`config.mk`:
```
export PLATFORM = sky130hd
export DESIGN_NAME = angle_spike_reject_lowpass
export DESIGN_NICKNAME = d
export VERILOG_FILES = /design/src/rtl/asrl_pkg.sv /design/src/rtl/asrl_cfg.sv /design/src/rtl/asrl_lane.sv /design/src/rtl/asrl_out.sv /design/src/rtl/angle_spike_reject_lowpass.sv
export VERILOG_INCLUDE_DIRS = /design/src /design/src/rtl
export SDC_FILE = /design/constraint.sdc
export NUM_CORES = 2
export LEC_CHECK = 0
export BUFFER_PORTS_ARGS = -buffer_cell sky130_fd_sc_hd__buf_2
export CORE_AREA = 2 2 241 243
export DETAILED_ROUTE_END_ITERATION = 10
export DIE_AREA = 0 0 243 245
export PLACE_DENSITY = 0.76
export SLEW_MARGIN = 15
export SYNTH_ARGS = -nofsm -noshare
export SYNTH_HDL_FRONTEND = slang
export SYNTH_SLANG_ARGS = --single-unit
```
`constraint.sdc`:
```
create_clock -name clk_i -period 27.6 [get_ports clk_i]
set_input_delay 5.52 -clock clk_i [delete_from_list [all_inputs] [get_ports clk_i]]
set_output_delay 5.52 -clock clk_i [all_outputs]
set_load 0.01 [all_outputs]
```
`src/rtl/angle_spike_reject_lowpass_defines.svh`:
```
// ----------------------------------------------------------------------------
// angle_spike_reject_lowpass_defines
// Assertion macros shared by the angle filter RTL.
// ----------------------------------------------------------------------------
`ifndef ANGLE_SPIKE_REJECT_LOWPASS_DEFINES_SVH
`define ANGLE_SPIKE_REJECT_LOWPASS_DEFINES_SVH

`ifndef ASSERT_OFF
`define ASRL_ASSERT_NEXT(label, clk, rst_n, ante, cons) \
  label: assert property (@(posedge clk) disable iff (!rst_n) (ante) |=> (cons)) \
    else $error("asrl assertion failed");
`define ASRL_ASSERT_NOW(label, clk, rst_n, ante, cons) \
  label: assert property (@(posedge clk) disable iff (!rst_n) (ante) |-> (cons)) \
    else $error("asrl assertion failed");
`else
`define ASRL_ASSERT_NEXT(label, clk, rst_n, ante, cons)
`define ASRL_ASSERT_NOW(label, clk, rst_n, ante, cons)
`endif

`endif

```
`src/rtl/asrl_pkg.sv`:
```
// ----------------------------------------------------------------------------
// asrl_pkg
// Widths, register map and shared types of the angle spike-reject filter.
// ----------------------------------------------------------------------------
package asrl_pkg;

  localparam int ANGLE_BITS = 12;
  localparam int FRAC_BITS  = 8;
  localparam int TOTAL_BITS = ANGLE_BITS + FRAC_BITS;
  localparam int DIFF_BITS  = TOTAL_BITS + 2;
  localparam int GAIN_BITS  = 9;
  localparam int GAIN_FRAC  = 8;
  localparam int LIM_BITS   = 12;
  localparam int PROD_BITS  = GAIN_BITS + 1 + DIFF_BITS;
  localparam int CMP_BITS   = (DIFF_BITS > LIM_BITS + FRAC_BITS) ? DIFF_BITS
                                                                 : LIM_BITS + FRAC_BITS;
  localparam int NUM_LANES  = 3;
  localparam int ADDR_BITS  = 5;
  localparam int DATA_BITS  = 32;

  localparam logic signed [DIFF_BITS-1:0] HALF_TURN = DIFF_BITS'(1) << (TOTAL_BITS - 1);
  localparam logic signed [DIFF_BITS-1:0] FULL_TURN = DIFF_BITS'(1) << TOTAL_BITS;
  localparam logic [GAIN_BITS-1:0] GAIN_ONE = GAIN_BITS'(1) << GAIN_FRAC;

  localparam logic [2:0] REG_ALPHA_NORMAL = 3'd0;
  localparam logic [2:0] REG_ALPHA_STRONG = 3'd1;
  localparam logic [2:0] REG_LIM_NORMAL   = 3'd2;
  localparam logic [2:0] REG_LIM_FORCE    = 3'd3;
  localparam logic [2:0] REG_LIM_GUARD    = 3'd4;

  localparam logic [GAIN_BITS-1:0] RST_ALPHA_NORMAL = 9'd102;
  localparam logic [GAIN_BITS-1:0] RST_ALPHA_STRONG = 9'd26;
  localparam logic [LIM_BITS-1:0]  RST_LIM_NORMAL   = 12'd341;
  localparam logic [LIM_BITS-1:0]  RST_LIM_FORCE    = 12'd114;
  localparam logic [LIM_BITS-1:0]  RST_LIM_GUARD    = 12'd34;

  typedef struct packed {
    logic [GAIN_BITS-1:0] alpha_normal;
    logic [GAIN_BITS-1:0] alpha_strong;
    logic [LIM_BITS-1:0]  lim_normal;
    logic [LIM_BITS-1:0]  lim_force;
    logic [LIM_BITS-1:0]  lim_guard;
  } cfg_t;

  typedef struct packed {
    logic                 load;
    logic                 init;
    logic [GAIN_BITS-1:0] gain;
    logic [LIM_BITS-1:0]  limit;
  } lane_ctl_t;

  typedef struct packed {
    logic [TOTAL_BITS-1:0] angle;
    logic                  taken;
  } lane_res_t;

endpackage

```
`src/rtl/asrl_cfg.sv`:
```
// ----------------------------------------------------------------------------
// asrl_cfg
// APB register file holding filter gains and jump limits.
// ----------------------------------------------------------------------------
module asrl_cfg
  import asrl_pkg::*;
(
  input  logic                 clk_i,
  input  logic                 rst_ni,
  input  logic                 psel,
  input  logic                 penable,
  input  logic                 pwrite,
  input  logic [ADDR_BITS-1:0] paddr,
  input  logic [DATA_BITS-1:0] pwdata,
  output logic [DATA_BITS-1:0] prdata,
  output logic                 pready,
  output cfg_t                 cfg_o
);

  cfg_t       cfg_q;
  logic       wr_en;
  logic [2:0] idx;

  assign pready = 1'b1;
  assign wr_en  = psel & penable & pwrite;
  assign idx    = paddr[4:2];
  assign cfg_o  = cfg_q;

  always_ff @(posedge clk_i or negedge rst_ni) begin
    if (!rst_ni) begin
      cfg_q.alpha_normal <= RST_ALPHA_NORMAL;
      cfg_q.alpha_strong <= RST_ALPHA_STRONG;
      cfg_q.lim_normal   <= RST_LIM_NORMAL;
      cfg_q.lim_force    <= RST_LIM_FORCE;
      cfg_q.lim_guard    <= RST_LIM_GUARD;
    end else if (wr_en) begin
      case (idx)
        REG_ALPHA_NORMAL: cfg_q.alpha_normal <= pwdata[GAIN_BITS-1:0];
        REG_ALPHA_STRONG: cfg_q.alpha_strong <= pwdata[GAIN_BITS-1:0];
        REG_LIM_NORMAL:   cfg_q.lim_normal   <= pwdata[LIM_BITS-1:0];
        REG_LIM_FORCE:    cfg_q.lim_force    <= pwdata[LIM_BITS-1:0];
        REG_LIM_GUARD:    cfg_q.lim_guard    <= pwdata[LIM_BITS-1:0];
        default: ;
      endcase
    end
  end

  always_comb begin
    case (idx)
      REG_ALPHA_NORMAL: prdata = DATA_BITS'(cfg_q.alpha_normal);
      REG_ALPHA_STRONG: prdata = DATA_BITS'(cfg_q.alpha_strong);
      REG_LIM_NORMAL:   prdata = DATA_BITS'(cfg_q.lim_normal);
      REG_LIM_FORCE:    prdata = DATA_BITS'(cfg_q.lim_force);
      REG_LIM_GUARD:    prdata = DATA_BITS'(cfg_q.lim_guard);
      default:          prdata = '0;
    endcase
  end

endmodule

```
`src/rtl/asrl_lane.sv`:
```
// ----------------------------------------------------------------------------
// asrl_lane
// One angle channel: wrapped difference, spike check, Q8 gain step, state.
// ----------------------------------------------------------------------------
module asrl_lane
  import asrl_pkg::*;
(
  input  logic                  clk_i,
  input  logic                  rst_ni,
  input  lane_ctl_t             ctl_i,
  input  logic [ANGLE_BITS-1:0] raw_i,
  input  logic                  valid_i,
  output lane_res_t             res_o
);

  logic [TOTAL_BITS-1:0]       angle_q, angle_d;
  logic [TOTAL_BITS-1:0]       reading;
  logic signed [DIFF_BITS-1:0] d_raw, d_wrap;
  logic [DIFF_BITS-1:0]        mag;
  logic [CMP_BITS-1:0]         mag_ext, lim_ext;
  logic signed [PROD_BITS-1:0] prod, corr;
  logic                        taken;

  assign reading = {raw_i, {FRAC_BITS{1'b0}}};
  assign d_raw   = $signed(DIFF_BITS'(reading)) - $signed(DIFF_BITS'(angle_q));

  always_comb begin
    d_wrap = d_raw;
    if (d_raw > HALF_TURN) begin
      d_wrap = d_raw - FULL_TURN;
    end else if (d_raw < -HALF_TURN) begin
      d_wrap = d_raw + FULL_TURN;
    end
  end

  assign mag     = d_wrap[DIFF_BITS-1] ? DIFF_BITS'(-d_wrap) : DIFF_BITS'(d_wrap);
  assign mag_ext = CMP_BITS'(mag);
  assign lim_ext = CMP_BITS'({ctl_i.limit, {FRAC_BITS{1'b0}}});
  assign prod    = $signed({1'b0, ctl_i.gain}) * d_wrap;
  // arithmetic shift gives floor division
  assign corr    = prod >>> GAIN_FRAC;

  always_comb begin
    angle_d = angle_q;
    taken   = 1'b0;
    if (valid_i) begin
      if (!ctl_i.init) begin
        angle_d = reading;
        taken   = 1'b1;
      end else if (mag_ext <= lim_ext) begin
        angle_d = angle_q + corr[TOTAL_BITS-1:0];
        taken   = 1'b1;
      end
    end
  end

  always_ff @(posedge clk_i or negedge rst_ni) begin
    if (!rst_ni) begin
      angle_q <= '0;
    end else if (ctl_i.load) begin
      angle_q <= angle_d;
    end
  end

  assign res_o.angle = angle_d;
  assign res_o.taken = taken;

endmodule

```
`src/rtl/asrl_out.sv`:
```
// ----------------------------------------------------------------------------
// asrl_out
// Registers the lane results and holds them for the consumer.
// ----------------------------------------------------------------------------
module asrl_out
  import asrl_pkg::*;
(
  input  logic                  clk_i,
  input  logic                  rst_ni,
  input  logic                  load_i,
  input  lane_res_t [NUM_LANES-1:0] res_i,
  input  logic                  out_ready_i,
  output logic                  out_valid_o,
  output logic                  in_ready_o,
  output lane_res_t [NUM_LANES-1:0] res_o
);

  logic                      valid_q;
  lane_res_t [NUM_LANES-1:0] res_q;

  assign in_ready_o  = !valid_q || out_ready_i;
  assign out_valid_o = valid_q;
  assign res_o       = res_q;

  always_ff @(posedge clk_i or negedge rst_ni) begin
    if (!rst_ni) begin
      valid_q <= 1'b0;
    end else if (load_i) begin
      valid_q <= 1'b1;
    end else if (out_ready_i) begin
      valid_q <= 1'b0;
    end
  end

  always_ff @(posedge clk_i) begin
    if (load_i) begin
      res_q <= res_i;
    end
  end

endmodule

```
`src/rtl/angle_spike_reject_lowpass.sv`:
```
// ----------------------------------------------------------------------------
// angle_spike_reject_lowpass
// Circular low-pass filter with spike rejection for pitch, yaw and roll.
//
//   channel  direction  handshake                 payload
//   in       in         in_valid_i / in_ready_o   3 x raw + valid, guarding, force
//   out      out        out_valid_o / out_ready_i 3 x filtered + taken
//   cfg      in         APB psel/penable/pready   5 registers at 4*i
//
// One request per cycle while in_ready_o is high; the result is registered and appears in the cycle after acceptance.
// Each lane updates its state in the accepting cycle (wrap, compare, multiply).
// in_ready_o stays high while the output register is empty or being drained.
// Reset clears filter state, the first-item flag and the output valid flag; the held result data is not reset.
// ----------------------------------------------------------------------------
`include "angle_spike_reject_lowpass_defines.svh"

module angle_spike_reject_lowpass
  import asrl_pkg::*;
(
  input  logic                  clk_i,
  input  logic                  rst_ni,
  input  logic                  psel,
  input  logic                  penable,
  input  logic                  pwrite,
  input  logic [ADDR_BITS-1:0]  paddr,
  input  logic [DATA_BITS-1:0]  pwdata,
  output logic [DATA_BITS-1:0]  prdata,
  output logic                  pready,
  input  logic                  in_valid_i,
  output logic                  in_ready_o,
  input  logic [ANGLE_BITS-1:0] pitch_raw_i,
  input  logic                  pitch_valid_i,
  input  logic [ANGLE_BITS-1:0] yaw_raw_i,
  input  logic                  yaw_valid_i,
  input  logic [ANGLE_BITS-1:0] roll_raw_i,
  input  logic                  roll_valid_i,
  input  logic                  guarding_i,
  input  logic                  force_active_i,
  output logic                  out_valid_o,
  input  logic                  out_ready_i,
  output logic [TOTAL_BITS-1:0] pitch_filtered_o,
  output logic [TOTAL_BITS-1:0] yaw_filtered_o,
  output logic [TOTAL_BITS-1:0] roll_filtered_o,
  output logic                  pitch_taken_o,
  output logic                  yaw_taken_o,
  output logic                  roll_taken_o
);

  cfg_t                          cfg;
  lane_ctl_t                     ctl;
  lane_res_t [NUM_LANES-1:0]     lane_res, out_res;
  logic [NUM_LANES-1:0][ANGLE_BITS-1:0] raw;
  logic [NUM_LANES-1:0]          rvalid;
  logic [GAIN_BITS-1:0]          gain_sel;
  logic                          accept;
  logic                          init_q;

  asrl_cfg u_cfg (
    .clk_i   (clk_i),
    .rst_ni  (rst_ni),
    .psel    (psel),
    .penable (penable),
    .pwrite  (pwrite),
    .paddr   (paddr),
    .pwdata  (pwdata),
    .prdata  (prdata),
    .pready  (pready),
    .cfg_o   (cfg)
  );

  assign accept   = in_valid_i & in_ready_o;
  assign gain_sel = (guarding_i | force_active_i) ? cfg.alpha_strong : cfg.alpha_normal;

  assign ctl.load  = accept;
  assign ctl.init  = init_q;
  assign ctl.gain  = (gain_sel > GAIN_ONE) ? GAIN_ONE : gain_sel;
  assign ctl.limit = guarding_i     ? cfg.lim_guard :
                     force_active_i ? cfg.lim_force : cfg.lim_normal;

  assign raw    = {roll_raw_i, yaw_raw_i, pitch_raw_i};
  assign rvalid = {roll_valid_i, yaw_valid_i, pitch_valid_i};

  always_ff @(posedge clk_i or negedge rst_ni) begin
    if (!rst_ni) begin
      init_q <= 1'b0;
    end else if (accept) begin
      init_q <= 1'b1;
    end
  end

  for (genvar g = 0; g < NUM_LANES; g++) begin : g_lane
    asrl_lane u_lane (
      .clk_i   (clk_i),
      .rst_ni  (rst_ni),
      .ctl_i   (ctl),
      .raw_i   (raw[g]),
      .valid_i (rvalid[g]),
      .res_o   (lane_res[g])
    );
  end

  asrl_out u_out (
    .clk_i       (clk_i),
    .rst_ni      (rst_ni),
    .load_i      (accept),
    .res_i       (lane_res),
    .out_ready_i (out_ready_i),
    .out_valid_o (out_valid_o),
    .in_ready_o  (in_ready_o),
    .res_o       (out_res)
  );

  assign pitch_filtered_o = out_res[0].angle;
  assign yaw_filtered_o   = out_res[1].angle;
  assign roll_filtered_o  = out_res[2].angle;
  assign pitch_taken_o    = out_res[0].taken;
  assign yaw_taken_o      = out_res[1].taken;
  assign roll_taken_o     = out_res[2].taken;

  `ASRL_ASSERT_NEXT(a_accept_gives_result, clk_i, rst_ni, accept, out_valid_o)
  `ASRL_ASSERT_NEXT(a_pitch_invalid_not_taken, clk_i, rst_ni, accept && !pitch_valid_i,
                    !pitch_taken_o)
  `ASRL_ASSERT_NEXT(a_first_item_loads, clk_i, rst_ni,
                    accept && !init_q && yaw_valid_i,
                    yaw_taken_o && (yaw_filtered_o == {$past(yaw_raw_i), {FRAC_BITS{1'b0}}}))
  `ASRL_ASSERT_NEXT(a_init_sticks, clk_i, rst_ni, init_q, init_q)

endmodule
```
==> metrics.txt <==
# TYPE chip_impl_metric gauge
chip_impl_info{name="result_of_the_run",value="finished, final reports clean"} 1
chip_impl_metric{name="synth_edf_count",unit=""} 63
chip_impl_info{name="most-common-layout-cells",value="sky130_fd_sc_hd__inv_1, sky130_fd_sc_hd__nor2_1, sky130_fd_sc_hd__fa_1"} 1
chip_impl_metric{name="synth-simple-area-share",unit="%"} 16.4
chip_impl_metric{name="min_period_over_period",unit="%"} 58.3
chip_impl_metric{name="fin_skew",unit="ns"} 0.0166
chip_impl_metric{name="worst_skew_pair.late_latency",unit="ns"} 0.51
chip_impl_info{name="critical_path_class",value="in2reg"} 1
chip_impl_metric{name="fin_nets",unit=""} 4816
chip_impl_metric{name="postCtsSetupBuffers",unit=""} 0
chip_impl_metric{name="width_of_the_chip",unit="µm"} 243
chip_impl_info{name="yosys.area.top_type",value="sky130_fd_sc_hd__fa_1"} 1
chip_impl_metric{name="multi_input_area",unit="µm²"} 26000
chip_impl_metric{name="cts_buffer_depth",unit=""} 2
chip_impl_metric{name="global_route.overflow_total",unit=""} 0
chip_impl_metric{name="met2WireLength",unit="mm"} 43.1
chip_impl_metric{name="setup_total_negative_slack",unit="ns"} 0
chip_impl_metric{name="detail_route.vias_per_cell",unit=""} 5.98
chip_impl_metric{name="critPathMaxStageDelay",unit="ns"} 0.73
chip_impl_info{name="critical-path-top-cell-by-count",value="sky130_fd_sc_hd__fa_1"} 1
chip_impl_info{name="hold_class",value="reg2reg"} 1
chip_impl_metric{name="syn_to_final_growth",unit="%"} 5.79
chip_impl_metric{name="grt_first_pass_wirelength",unit="mm"} 149
chip_impl_metric{name="fp-row-count",unit=""} 88
chip_impl_info{name="critical_path_source_type",value="input pin"} 1
chip_impl_info{name="layout_commonest_cell",value="sky130_fd_sc_hd__inv_1"} 1
chip_impl_metric{name="synth_cell_types",unit=""} 103
chip_impl_metric{name="postCtsHoldBufs",unit=""} 0
chip_impl_metric{name="slew-limit-headroom",unit="%"} 23.2
chip_impl_metric{name="route.final.wire_length",unit="mm"} 91.9
chip_impl_metric{name="cts-resized-gates",unit=""} 0
chip_impl_metric{name="fillCellCount",unit=""} 4923
chip_impl_metric{name="route.layer.met1.wl",unit="mm"} 37.9
chip_impl_metric{name="seq_area_frac_synth",unit="%"} 14.2
chip_impl_info{name="route.top_layer_used",value="met5"} 1
chip_impl_metric{name="route.vias.total",unit=""} 28400
chip_impl_metric{name="proportion_of_register_bits_with_asynchronous_set_or_reset_after_synthesis",unit="%"} 64.8
chip_impl_info{name="timing.critical_path.to_type",value="flop"} 1
chip_impl_metric{name="cap_violations",unit=""} 0
chip_impl_metric{name="mappedNetlistArea",unit="µm²"} 33800
chip_impl_metric{name="antenna_cells",unit=""} 0
chip_impl_metric{name="post-synth-top-area-fraction",unit="%"} 25.9
chip_impl_info{name="synth_top_family_by_area",value="adder cells"} 1
chip_impl_metric{name="post-dp-hpwl",unit="mm"} 72.0
chip_impl_metric{name="slew_violations",unit=""} 0
chip_impl_metric{name="pin_count_of_the_biggest_net_entering_global_routing",unit=""} 60
chip_impl_metric{name="top_level_ports",unit=""} 183
chip_impl_info{name="synth_top_cells_by_area",value="sky130_fd_sc_hd__fa_1, sky130_fd_sc_hd__ha_1, sky130_fd_sc_hd__dfrtp_1, sky130_fd_sc_hd__inv_1, sky130_fd_sc_hd__edfxtp_1"} 1
chip_impl_metric{name="setup-violations-final",unit=""} 0
chip_impl_metric{name="timing_worst_slew_pin_value",unit="ns"} 1.15
chip_impl_metric{name="period_minus_slack",unit="ns"} 16.08
chip_impl_metric{name="clkSinkCount",unit=""} 179
chip_impl_info{name="synth_top_flop_cell",value="sky130_fd_sc_hd__dfrtp_1"} 1
chip_impl_metric{name="drt_drc_violations_left",unit=""} 0
chip_impl_metric{name="route.antenna.remaining_nets",unit=""} 0
chip_impl_metric{name="initial_core_util",unit="%"} 59.3
chip_impl_info{name="grt_setup_unrepaired",value="no"} 1
chip_impl_metric{name="synthXorXnorAreaFrac",unit="%"} 5.74
chip_impl_metric{name="gpl.final_weighted_congestion",unit=""} 0.939
chip_impl_metric{name="yosys-mux-area-fraction",unit="%"} 3.36
chip_impl_metric{name="syn_inst",unit=""} 3937
chip_impl_metric{name="first_iter_violations",unit=""} 2187
chip_impl_metric{name="clock.fmax",unit="MHz"} 62.2
chip_impl_metric{name="met3_length",unit="mm"} 6.86
chip_impl_metric{name="synth_compound_area_share",unit="%"} 13.4
chip_impl_metric{name="grt_pass1_vias",unit=""} 28200
chip_impl_metric{name="port_bufs",unit=""} 139
chip_impl_metric{name="drt_first_pass_iters",unit=""} 5
chip_impl_metric{name="path_clk_slew",unit="ns"} 0.07
chip_impl_info{name="clock-root-buffer",value="sky130_fd_sc_hd__clkbuf_16"} 1
chip_impl_metric{name="worstPathRequired",unit="ns"} 27.84
chip_impl_metric{name="number_of_warnings_printed_during_yosys_synthesis",unit=""} 0
chip_impl_metric{name="drive_above_1_share",unit="%"} 9.71
chip_impl_info{name="clock_tree_from_tritoncts",value="done"} 1
chip_impl_metric{name="wire_per_inst",unit="µm"} 19.3
chip_impl_metric{name="synthAdderAreaFrac",unit="%"} 37.5
chip_impl_metric{name="total_routing_resource_utilization_after_global_routing",unit="%"} 31.7
chip_impl_metric{name="final_hold_viol_count",unit=""} 0
chip_impl_metric{name="fp.dieArea",unit="µm²"} 59500
chip_impl_metric{name="chipHeight",unit="µm"} 245
chip_impl_metric{name="synth_area_per_cell",unit="µm²"} 8.59
chip_impl_metric{name="cts_made_buffers",unit=""} 17
chip_impl_metric{name="crit_path_max_fanout",unit=""} 42
chip_impl_metric{name="cts-htree-levels",unit=""} 4
chip_impl_metric{name="antenna_found_initial",unit=""} 1
chip_impl_metric{name="yosys_register_bits",unit=""} 179
chip_impl_metric{name="worst-endpoint-arrival",unit="ns"} 16.32
chip_impl_info{name="worst_path_max_delay_cell",value="sky130_fd_sc_hd__a311oi_1"} 1
chip_impl_metric{name="area_occupied_by_registers",unit="µm²"} 4820
chip_impl_metric{name="placeableCoreArea",unit="µm²"} 57000
-- cells in the mapped netlist, types with 32 or more instances --
cell type	instances
sky130_fd_sc_hd__inv_1	626
sky130_fd_sc_hd__nor2_1	478
sky130_fd_sc_hd__fa_1	438
sky130_fd_sc_hd__nand2_1	339
sky130_fd_sc_hd__ha_1	312
sky130_fd_sc_hd__xnor2_1	147
sky130_fd_sc_hd__a21oi_1	130
sky130_fd_sc_hd__clkbuf_1	118
sky130_fd_sc_hd__o21ai_0	116
sky130_fd_sc_hd__dfrtp_1	98
sky130_fd_sc_hd__mux2_2	75
sky130_fd_sc_hd__nor3_1	70
sky130_fd_sc_hd__xor2_1	67
sky130_fd_sc_hd__edfxtp_1	63
sky130_fd_sc_hd__nand3_1	57
sky130_fd_sc_hd__a21o_1	56
sky130_fd_sc_hd__nand2b_1	48
sky130_fd_sc_hd__a22oi_1	44
sky130_fd_sc_hd__a22o_1	35
sky130_fd_sc_hd__and2_1	34
sky130_fd_sc_hd__a31oi_1	32
-- sequential cells by signal, indices dropped and copies added (netlist names) --
register / flops
u_out.res_o: 63
init_q: 1
u_cfg.cfg_o: 54
u_out.out_valid_o: 1
g_lane.u_lane.angle_q: 60
-- metrics by stage --
| stage | setup WS [ns] | cell area, µm² | std cells | hold slack (ns) | utilization (%) |
|---|---|---|---|---|---|
| 5_1_grt | 11.05 | 35800 | 4759 | 0.546 | 62.7 |
| 3_3_place_gp | 11.44 | 35200 | 4727 | 0.497 | 61.7 |
| 6_report | 11.52 | 35800 | 4759 | 0.515 | 62.7 |
| 3_5_place_dp | 11.18 | 35200 | 4727 | 0.503 | 61.7 |
| 2_1_floorplan | 12.69 | 33900 | 3956 | 0.478 | - |
| 4_1_cts | 11.75 | 35800 | 4759 | 0.520 | 62.7 |
-- metal layers --
metal | vias up | GRT usage (%)
li1 | 13000 | -
met1 | 14000 | 42.2
met2 | 1150 | 51.4
met3 | 227 | 5.16
met4 | 2 | 13.7
met5 | - | 0
-- worst paths after layout --
kind                                              start                            to  slack (ns)  cells after the start
setup reg to reg                        u_cfg.cfg_o[42]               u_out.res_o[41]       16.47                     35
hold reg to reg            g_lane[1].u_lane.angle_q[12]  g_lane[1].u_lane.angle_q[12]        0.51                      2
max in group asynchronous                        rst_ni                        init_q       21.17                      2
min in group asynchronous                        rst_ni               u_cfg.cfg_o[22]        4.98                      1
hold / removal             g_lane[1].u_lane.angle_q[12]  g_lane[1].u_lane.angle_q[12]        0.51                      2
setup / recovery                             guarding_i               u_out.res_o[41]       11.52                     37
-- critical path, delay by kind of cell --
kind / cells / cell delay [ns]
compound gates: 13 / 4.08
xor+xnor: 2 / 0.36
mux: 1 / 0.22
fa+ha+maj: 7 / 2.84
simple gates: 8 / 1.85
buf+inv: 6 / 1.40
-- cell families (layout without fill, tap and decap cells) --
logic type	count (synthesis)	in the layout
flops	179	179
other cells	2	21
xor+xnor	217	217
compound gates	657	657
fa+ha+maj	750	750
simple gates	1212	1212
mux	103	103
buf+inv	817	855
-- area by class of cell --
class	count	share of cell area, %
clock inverters	8	0.171
well taps	765	2.68
flip-flops and latches	179	13.5
clock buffers	24	1.45
multi-input cells	2960	72.5
inverters	632	6.64
repair buffers	191	3.05
Power is left out: the tool's default activity adds up to more than one toggle a clock period on the data nets, which glitch-free logic cannot reach.
